## config.mk

```make
export PLATFORM = sky130hd
export DESIGN_NAME = byte_level_token_text_decoder
export DESIGN_NICKNAME = d
export VERILOG_FILES = /design/src/rtl/bltd_pkg.sv /design/src/rtl/bltd_char_unit.sv /design/src/rtl/byte_level_token_text_decoder.sv
export SDC_FILE = /design/constraint.sdc
export NUM_CORES = 1
export LEC_CHECK = 0
export ABC_AREA = 1
export BUFFER_PORTS_ARGS = -buffer_cell sky130_fd_sc_hd__buf_2
export CAP_MARGIN = 20
export CORE_MARGIN = 5
export CORE_UTILIZATION = 47
export CTS_BUF_LIST = sky130_fd_sc_hd__clkbuf_4 sky130_fd_sc_hd__clkbuf_8 sky130_fd_sc_hd__clkbuf_16
export CTS_CLUSTER_SIZE = 14
export DETAILED_ROUTE_END_ITERATION = 6
export GPL_TIMING_DRIVEN = 0
export PLACE_DENSITY = 0.69
export SLEW_MARGIN = 40
export SYNTH_ARGS = -nofsm -noshare
export SYNTH_HDL_FRONTEND = slang
export SYNTH_SLANG_ARGS = --single-unit
```

## constraint.sdc

```tcl
create_clock -name clk -period 5.4 [get_ports clk]
set_input_delay 0.27 -clock clk [delete_from_list [all_inputs] [get_ports clk]]
set_output_delay 0.27 -clock clk [all_outputs]
set_load 0.05 [all_outputs]
```

## src/rtl/bltd_pkg.sv

```systemverilog
// ----------------------------------------------------------------------------
// bltd_pkg
// types and helper functions for the byte level token text decoder
// ----------------------------------------------------------------------------
`default_nettype none

package bltd_pkg;

  localparam logic [7:0] SPACE_B0   = 8'hE2;
  localparam logic [7:0] SPACE_B1   = 8'h96;
  localparam logic [7:0] SPACE_B2   = 8'h81;
  localparam logic [7:0] SPACE_CHAR = 8'h20;

  typedef struct packed {
    logic [7:0] in_byte;
    logic       in_last;
  } in_t;

  typedef struct packed {
    logic [7:0] out_byte;
    logic       out_last;
  } out_t;

  typedef enum logic {
    ST_IDLE,
    ST_RUN
  } state_t;

  // one decode step on the head of the buffer
  typedef struct packed {
    logic [7:0] data;
    logic [2:0] adv;
    logic [1:0] raw_rem;
  } chr_t;

  typedef struct packed {
    logic       hit;
    logic [7:0] data;
  } map_t;

  function automatic logic [2:0] lead_length(input logic [7:0] b);
    logic [2:0] len;
    begin
      if (b[7] == 1'b0) len = 3'd1;
      else if ((b & 8'hE0) == 8'hC0) len = 3'd2;
      else if ((b & 8'hF0) == 8'hE0) len = 3'd3;
      else if ((b & 8'hF8) == 8'hF0) len = 3'd4;
      else len = 3'd0;
      return len;
    end
  endfunction

  function automatic map_t table_byte(input logic [20:0] cp);
    map_t       m;
    logic [7:0] k;
    begin
      m = '0;
      k = cp[7:0];
      if ((cp >= 21'd33 && cp <= 21'd126) || (cp >= 21'd161 && cp <= 21'd172) ||
          (cp >= 21'd174 && cp <= 21'd255)) begin
        m.hit  = 1'b1;
        m.data = cp[7:0];
      end else if (cp >= 21'd256 && cp <= 21'd323) begin
        m.hit = 1'b1;
        if (k < 8'd33) m.data = k;
        else if (k < 8'd67) m.data = k + 8'd94;
        else m.data = 8'd173;
      end
      return m;
    end
  endfunction

endpackage

`default_nettype wire

```

## src/rtl/bltd_char_unit.sv

```systemverilog
// ----------------------------------------------------------------------------
// bltd_char_unit
// decodes the character at the head of the byte buffer into one output byte
// ----------------------------------------------------------------------------
`default_nettype none

module bltd_char_unit import bltd_pkg::*; (
  input  wire logic [31:0] buf_data,
  input  wire logic [2:0]  rem,
  output chr_t             chr
);

  logic [7:0]  b0, b1, b2, b3;
  logic [2:0]  len;
  logic [20:0] cp;
  map_t        m;

  assign b0  = buf_data[7:0];
  assign b1  = buf_data[15:8];
  assign b2  = buf_data[23:16];
  assign b3  = buf_data[31:24];
  assign len = lead_length(b0);

  always_comb begin
    case (len)
      3'd2:    cp = {10'd0, b0[4:0], b1[5:0]};
      3'd3:    cp = {5'd0, b0[3:0], b1[5:0], b2[5:0]};
      3'd4:    cp = {b0[2:0], b1[5:0], b2[5:0], b3[5:0]};
      default: cp = {13'd0, b0};
    endcase
  end

  assign m = table_byte(cp);

  always_comb begin
    chr = '0;
    if (rem >= 3'd3 && b0 == SPACE_B0 && b1 == SPACE_B1 && b2 == SPACE_B2) begin
      chr.data = SPACE_CHAR;
      chr.adv  = 3'd3;
    end else if (len == 3'd0 || len > rem) begin
      chr.data = b0;
      chr.adv  = 3'd1;
    end else if (m.hit) begin
      chr.data = m.data;
      chr.adv  = len;
    end else begin
      chr.data    = b0;
      chr.adv     = 3'd1;
      chr.raw_rem = 2'(len - 3'd1);
    end
  end

endmodule

`default_nettype wire

```

## src/rtl/byte_level_token_text_decoder.sv

```systemverilog
// byte level token text decoder
//
// in channel: one stored text byte per transaction, in_last on the token's
// final byte. out channel: decoded bytes, out_last on the token's final one.
// lead and continuation bytes of an unfinished character are held and the
// transaction gives no output.
// when a character completes, a stray byte arrives or in_last is seen, the
// buffer (1 to 4 bytes) is handed to the sequencer, which walks it through
// the shared character unit and emits one output byte per cycle unless the
// receiver stalls. the accept starts the sequencer (ST_RUN), whose first step
// loads the output register. a transaction gives 0 to 4 output bytes;
// in_ready is low while the sequencer runs, so no byte is taken until it idles.
// the output register lets the next input be accepted while the last
// result still waits; a stalled receiver freezes the sequencer.
// reset (rst_n low, synchronous) clears the held character and the output.
// ----------------------------------------------------------------------------
// byte_level_token_text_decoder
// byte-level bpe token text to raw bytes decoder, iterative sequencer
// ----------------------------------------------------------------------------
`default_nettype none

module byte_level_token_text_decoder import bltd_pkg::*; (
  input  wire logic clk,
  input  wire logic rst_n,
  input  wire logic in_valid,
  output logic      in_ready,
  input  in_t       in_data,
  output logic      out_valid,
  input  wire logic out_ready,
  output out_t      out_data
);

  state_t      state_r, state_nxt;
  logic [31:0] buf_r, buf_nxt;
  logic [2:0]  rem_r, rem_nxt;
  logic [1:0]  raw_r, raw_nxt;
  logic        last_r, last_nxt;
  logic [1:0]  held_r, held_nxt;
  logic [2:0]  seq_r, seq_nxt;
  logic        ov_r, ov_nxt;
  out_t        od_r, od_nxt;

  chr_t        chr;
  logic        accept, run, emit_ok, emit;
  logic [2:0]  n_new, len_in, adv, rem_left;
  logic [7:0]  emit_byte;

  bltd_char_unit u_chr (
    .buf_data (buf_r),
    .rem      (rem_r),
    .chr      (chr)
  );

  assign accept   = in_valid && in_ready;
  assign n_new    = {1'b0, held_r} + 3'd1;
  assign len_in   = lead_length(in_data.in_byte);
  assign emit_ok  = !ov_r || out_ready;
  assign emit     = (state_r == ST_RUN) && emit_ok;
  assign rem_left = rem_r - adv;

  always_comb begin
    if (held_r == 2'd0) run = in_data.in_last || len_in <= 3'd1;
    else run = in_data.in_last || n_new >= seq_r || n_new >= 3'd4;
  end

  always_comb begin
    state_nxt = state_r;
    unique case (state_r)
      ST_IDLE: if (accept && run) state_nxt = ST_RUN;
      ST_RUN:  if (emit && rem_left == 3'd0) state_nxt = ST_IDLE;
      default: state_nxt = ST_IDLE;
    endcase
  end

  always_comb begin
    in_ready  = (state_r == ST_IDLE);
    buf_nxt   = buf_r;
    rem_nxt   = rem_r;
    raw_nxt   = raw_r;
    last_nxt  = last_r;
    held_nxt  = held_r;
    seq_nxt   = seq_r;
    ov_nxt    = ov_r && !out_ready;
    od_nxt    = od_r;
    adv       = 3'd1;
    emit_byte = buf_r[7:0];
    if (raw_r == 2'd0) begin
      adv       = chr.adv;
      emit_byte = chr.data;
    end
    if (accept) begin
      buf_nxt[{held_r, 3'b000} +: 8] = in_data.in_byte;
      if (run) begin
        rem_nxt  = n_new;
        raw_nxt  = 2'd0;
        last_nxt = in_data.in_last;
        held_nxt = 2'd0;
        seq_nxt  = 3'd0;
      end else begin
        held_nxt = 2'(n_new);
        if (held_r == 2'd0) seq_nxt = len_in;
      end
    end
    if (emit) begin
      buf_nxt         = buf_r >> {adv, 3'b000};
      rem_nxt         = rem_left;
      raw_nxt         = (raw_r != 2'd0) ? raw_r - 2'd1 : chr.raw_rem;
      ov_nxt          = 1'b1;
      od_nxt.out_byte = emit_byte;
      od_nxt.out_last = last_r && rem_left == 3'd0;
    end
  end

  assign out_valid = ov_r;
  assign out_data  = od_r;

  always_ff @(posedge clk) begin
    if (!rst_n) begin
      state_r <= ST_IDLE;
      held_r  <= '0;
      seq_r   <= '0;
      ov_r    <= 1'b0;
      rem_r   <= '0;
      raw_r   <= '0;
    end else begin
      state_r <= state_nxt;
      held_r  <= held_nxt;
      seq_r   <= seq_nxt;
      ov_r    <= ov_nxt;
      rem_r   <= rem_nxt;
      raw_r   <= raw_nxt;
    end
  end

  always_ff @(posedge clk) begin
    buf_r  <= buf_nxt;
    last_r <= last_nxt;
    od_r   <= od_nxt;
  end

endmodule

`default_nettype wire

```

Word level (Yosys, flattened, before mapping):

Index checks and enable logic that the tools add are counted.

* flip-flop bits (word level): 54
* output and inout port bits: 11
* input bits: 13

* magnitude comparators: 15
* eq/ne operators: 12
* bitwise operators: 1
* shifts and indexed selects: 3
* reduce and logical (&&, ||, !) cells: 33
* $add $sub $neg: 6
* mux-type cells: 39

Operators with widths (count)
* 32-bit two-way mux: 2
* 21-bit one-hot mux with 3 select lines: 1
* 21-bit by 8-bit greater-or-equal comparator with 1-bit output, second input constant: 2
* 21-bit by 8-bit <= comparator with 1-bit output, second input constant: 2
* 3-bit two-way mux: 14
* 11-bit two-way mux: 3
* 32-bit bitwise mux: 1
* 8-bit by 7-bit variable shift with 32-bit output, first input constant: 1
* 8-bit by 7-bit indexed part select with 32-bit output: 1
* 32-bit by 6-bit right shift with 32-bit output: 1
* 8-bit equality test, second input constant: 3
* 8-bit two-way mux: 3
* 21-bit by 6-bit greater-or-equal comparator with 1-bit output, second input constant: 1
* 21-bit by 9-bit greater-or-equal comparator with 1-bit output, second input constant: 1
* 21-bit by 7-bit <= comparator with 1-bit output, second input constant: 1
* 21-bit by 9-bit <= comparator with 1-bit output, second input constant: 1
* 9-bit two-way mux: 2
* 2-bit two-way mux: 8
* 1-bit logical AND: 13
* 5-bit equality test, second input constant: 2
* 3-bit equality test, second input constant: 3
* 8-bit by 7-bit adder with 8-bit output, second input constant: 1
* 4-bit equality test, second input constant: 2
* 8-bit by 6-bit less-than comparator with 1-bit output, second input constant: 1
* 20 further kinds: 39

Depth between registers and ports, before layout:

* depth in word-level cells: 21
* mapped depth: 32
* mapped depth without buffers: 30

By module:

Synthesis repeated with hierarchy kept, for this count alone.

* cells, all modules: 719
* area, all modules: 4880.9 um^2

Modules (own cells, without submodules)
* byte_level_token_text_decoder: cells each 333, sequential area each 1501.4 um^2, instances 1, area an instance 2936.6 um^2
* bltd_char_unit: cells each 386, sequential area each 0.0 um^2, instances 1, area an instance 1944.4 um^2

Worst setup path before layout:

OpenSTA, ideal clock, no wires.

* kind: reg-to-reg
* start: register buf_r[7]
* end: register od_r (netlist bit out_data[0]) (data pin)
* period minus slack after synthesis: 4.298 ns
* library setup time: 0.255 ns
* slack: 1.102 ns
* data required time: 5.145 ns
* cell stages (with the launch flop): 29
* path buffers: 2
* arrival: 4.043 ns
* cells stage by stage: edfxtp_1 > nand3_2 > nor2_1 > nor2_1 > ha_1 > clkbuf_1 > nand2_4 > nand2_4 > nor2_2 > nor2_2 > ha_1 > inv_1 > nor2_1 > nand3_1 > nand3_1 > nand3_1 > nand2_1 > nand4_4 > nand3_2 > nand2_4 > nand2_4 > buf_8 > inv_1 > fa_1 > xor2_1 > inv_1 > nand3_1 > nand2_1 > nor3b_1

* word-level cells in the longest chain between the ends: 19
* elaborated cells between the ends (all ways): 41

RTL lines
* start, declared: line byte_level_token_text_decoder.sv:34 `logic [31:0] buf_r, buf_nxt;`
* start signal, assigned: line byte_level_token_text_decoder.sv:136 `buf_r <= buf_nxt;`
* 5-bit equality test: line bltd_pkg.sv:47 `else if ((b & 8'hF8) == 8'hF0) len = 3'd4;`
* 3-bit two-way mux: line bltd_pkg.sv:47
* 3-bit two-way mux: line bltd_pkg.sv:46 `else if ((b & 8'hF0) == 8'hE0) len = 3'd3;`
* 3-bit two-way mux: line bltd_pkg.sv:45 `else if ((b & 8'hE0) == 8'hC0) len = 3'd2;`
* 3-bit two-way mux: line bltd_pkg.sv:44 `if (b[7] == 1'b0) len = 3'd1;`
* 3-bit equality test / 3-bit by 2-bit equality test with 1-bit output (equally long branches): line bltd_char_unit.sv:25 `case (len)`
* 21-bit one-hot mux with 3 select lines: line bltd_char_unit.sv:25
* 21-bit by 6-bit greater-or-equal comparator with 1-bit output, or another cell as far along: line bltd_pkg.sv:59 `if ((cp >= 21'd33 && cp <= 21'd126) || (cp >= 21'd161 && cp <= 21'd172) ||`
* [3 not listed]
* 9-bit two-way mux: line bltd_pkg.sv:59
* 11-bit two-way mux: line bltd_char_unit.sv:43 `end else if (m.hit) begin`
* 11-bit two-way mux: line bltd_char_unit.sv:40 `end else if (len == 3'd0 || len > rem) begin`
* 11-bit two-way mux (*): line bltd_char_unit.sv:37 `if (rem >= 3'd3 && b0 == SPACE_B0 && b1 == SPACE_B1 && b2 == SPACE_B2) begin`
* 3-bit two-way mux (*): line byte_level_token_text_decoder.sv:87 `if (raw_r == 2'd0) begin`
* 3-bit subtractor (*): line byte_level_token_text_decoder.sv:59 `assign rem_left = rem_r - adv;`
* 3-bit logical NOT (*): line byte_level_token_text_decoder.sv:110 `od_nxt.out_last = last_r && rem_left == 3'd0;`
* 1-bit logical AND (*): line byte_level_token_text_decoder.sv:110
* end signal, assigned: line byte_level_token_text_decoder.sv:138 `od_r <= od_nxt;`
* end, declared: line byte_level_token_text_decoder.sv:41 `out_t od_r, od_nxt;`

Mark *: on every way between the ends. The rest lies on a longest branch, timed or not.
A chain may end at the register's enable or synchronous reset.

Worst setup path after layout:

Same ends and word-level chain as after synthesis.

==> flow_summary_export.csv <==
group,metric,value,unit
run_status,status,"finished, final reports clean",
placed_design,hpwl,10.2,mm
logic_synthesis,synth.avg_cell_area,6.87,um2
cells_and_area,mostFrequentLayoutCells,"nand2_1 (182), nand3_1 (88), inv_1 (74)",
clock_tree,cts_tree,"yes",
critical_path,worst_path_largest_cell_delay,0.49,ns
power_and_ir_drop,leakagePower,0.00219,uW
logic_synthesis,ys.flop_type,"edfxtp_1",
logic_synthesis,yosysSeqAreaShare,0.335,
logic_synthesis,yosysTopAreaCell,"edfxtp_1",
logic_synthesis,syn_inst,651,
critical_path,cp.buffers_inverters,6,
logic_synthesis,syn_nets,683,
placed_design,dp.cells,803,
logic_synthesis,ys_warn_count,0,
clock_tree,cts_made_buffers,5,
floorplan,num_io_pins,24,
critical_path,crit_path_frequent_cell,"inv_1",
floorplan,die_h,108,um
logic_synthesis,synthSimpleGateAreaFrac,0.385,
sta,maxSlewViolCount,0,
clock_tree,clock_sinks,54,
critical_path,cp_max_fo,10,
logic_synthesis,synthXorXnorAreaFrac,0.00196,
floorplan,core_area,0.00928,mm2
critical_path,cp.required,5.54,ns
cells_and_area,num-fill-cells,946,
sta,finalHoldViolations,0,
routing,postRouteAntennaNets,0,
grt,grt_pass1_wl,21.0,mm
critical_path,critPathKind,"reg2reg",
logic_synthesis,synth-compound-area-share,0.132,
floorplan,initial_core_util,0.482,
critical_path,crit_path_end_kind,"flip-flop",
logic_synthesis,synth_top_area_share,0.282,
grt,met3_usage,0.0276,
grt,grtUsageMet2,0.389,
cells_and_area,layout_commonest_cell,"nand2_1",
cells_and_area,diodes,0,
logic_synthesis,synthMuxAreaShare,0,
cells_and_area,area_growth,9.67,%
worst_hold_path,hp-class,"in2reg",
routing,detailroute.via_count,4522,
critical_path,arrival,5.19,ns
grt,grt-ovfl-total,0,
cells_and_area,layoutNonFillerInstCount,815,
routing,drt-initial-drc-count,308,
floorplan,die_width,108,um
worst_hold_path,holdCritStartpoint,"in_data[0]",
clock_tree,path_clk_slew,0.10,ns
power_and_ir_drop,powerDensity,476,mW/mm2
sta,clock-skew-final,0.00938,ns
logic_synthesis,synth_fa_ha_area_frac,0.0548,
run,cap_violations,0,
routing,routedWlPerCell,15.8,um
cells_and_area,drive_above_1_share,0.143,
power_and_ir_drop,vdd_drop_max,215,uV
routing,wirelength,12.9,mm
routing,drc,0,
logic_synthesis,synth_seq_cells,54,
placed_design,io_buffers,23,
logic_synthesis,netlist-cell-type-count,48,
clock_tree,clock_path_buffers,2,
routing,drtPass1Iterations,5,
grt,gr-usage-met1,0.289,
critical_path,r2r_start,"buf_r[7]",
logic_synthesis,synth_edf_count,42,
logic_synthesis,syn_area,0.00448,mm2
sta,tightest_slew,0.792,ns
logic_synthesis,async_reset_ff_frac,0,
critical_path,startpoint_type,"flip-flop",
grt,grt_usage,0.224,
sta,setup_tns,0,ns
clock_tree,clk_latency,0.32,ns
sta,fin_crit_sh,0.934,
grt,antenna_found_initial,0,
logic_synthesis,synth_top_family_by_area,"simple AND/OR/NAND/NOR gates",
critical_path,critPathTopFamily,"simple AND/OR/NAND/NOR gates",
floorplan,die_area,0.0116,mm2
critical_path,slowest_stage,"edfxtp_1",
sta,layout_min_cycle_time,5.04,ns
routing,viasPerCell,5.55,
placed_design,gp_congestion,0.911,
clock_tree,root_buffer,"clkbuf_8",
clock_tree,h-tree-depth,2,
sta,setup_viol,0,
critical_path,cp-startpoint,"buf_r[7]",
logic_synthesis,netlist_top_cells_area,"edfxtp_1 (28%), nand2_1 (15%), nand3_1 (9.8%)",
clock_tree,postCtsHoldBufs,0,
grt,top_usage_layer,"met2",
cells_and_area,final_nets,717,
grt,grt_pass1_vias,4264,
sta,relSlewSlack,0.469,
grt,grt_max_degree,19,
sta,fmax,0.198,GHz
floorplan,placementRows,35,
-- Yosys cell counts, drive strengths merged, types with 2 or more instances --
cell,n
nand2,195
nor2,72
nor3,8
inv,83
o21ai,48
clkbuf,6
a31oi,2
ha,18
dfxtp,12
a22oi,2
buf,8
o22ai,11
nand4,8
clkinv,3
a21oi,21
nand3,91
edfxtp,42
nor4,3
and3,2
o211ai,4
-- final cells by class --
type	count	area, um2	area share
clock buffers	5	68.8	0.0140
clock inverters	3	21.3	0.00433
well taps	129	161	0.0329
flip-flops and latches	54	1500	0.306
plain buffers	12	78.8	0.0161
multi-input cells	497	2590	0.528
inverters	86	323	0.0658
repair buffers	29	160	0.0326
-- cell families after synthesis --
group	count (synthesis)
buffers and inverters	100
AO/OA/AOI/OAI	96
AND/OR/NAND/NOR	381
flip-flops	54
XOR/XNOR	1
adder cells (fa/ha/maj)	19
-- final timing paths --
kind	end	slack, ns	cells past startpoint
max	out_data[0]	0.36	29
min	last_r	0.15	1
max reg2reg	out_data[0]	0.36	29
min reg2reg	seq_r[2]	0.48	2
-- repair_timing --
| action | CTS | global route |
|---|---|---|
| hold endpoints to repair | 0 | 0 |
| buffers inserted | 0 | 6 |
| gates resized for setup | 0 | 7 |
| endpoints found under the setup margin | 0 | 4 |
-- sequential cells by signal, indices dropped and copies added, names as in the netlist --
| name | flops |
|---|---|
| held_r | 2 |
| raw_r | 2 |
| state_r | 1 |
| out_data | 9 |
| seq_r | 3 |
| buf_r | 32 |
| last_r | 1 |
| rem_r | 3 |
| out_valid | 1 |
-- routing by layer --
layer	vias up	wire [um]
met1	2089	5600
li1	2234	-
met2	179	6330
met3	20	682
met4	0	280
met5	-	0
-- where the power goes --
group / internal (uW) / switching (uW)
Clock: 91.4 / 138
Sequential: 560 / 57.9
Combinational: 437 / 1050
-- per-stage QoR --
step / area, um2 / hold WS, ns / power, uW / setup slack (ns) / utilization
after global placement: 4750 / 0.453 / 2050 / 0.172 / 0.512
after global routing: 4910 / 0.146 / 2540 / -0.0804 / 0.529
after detailed placement: 4760 / 0.465 / 2070 / 0.0344 / 0.513
final: 4910 / 0.153 / 2340 / 0.356 / 0.529
after CTS: 4850 / 0.148 / 2300 / 0.0180 / 0.523
after floorplan: 4480 / 0.369 / 1700 / 1.10 / -
Note: power is estimated with default switching activity, not from simulation.
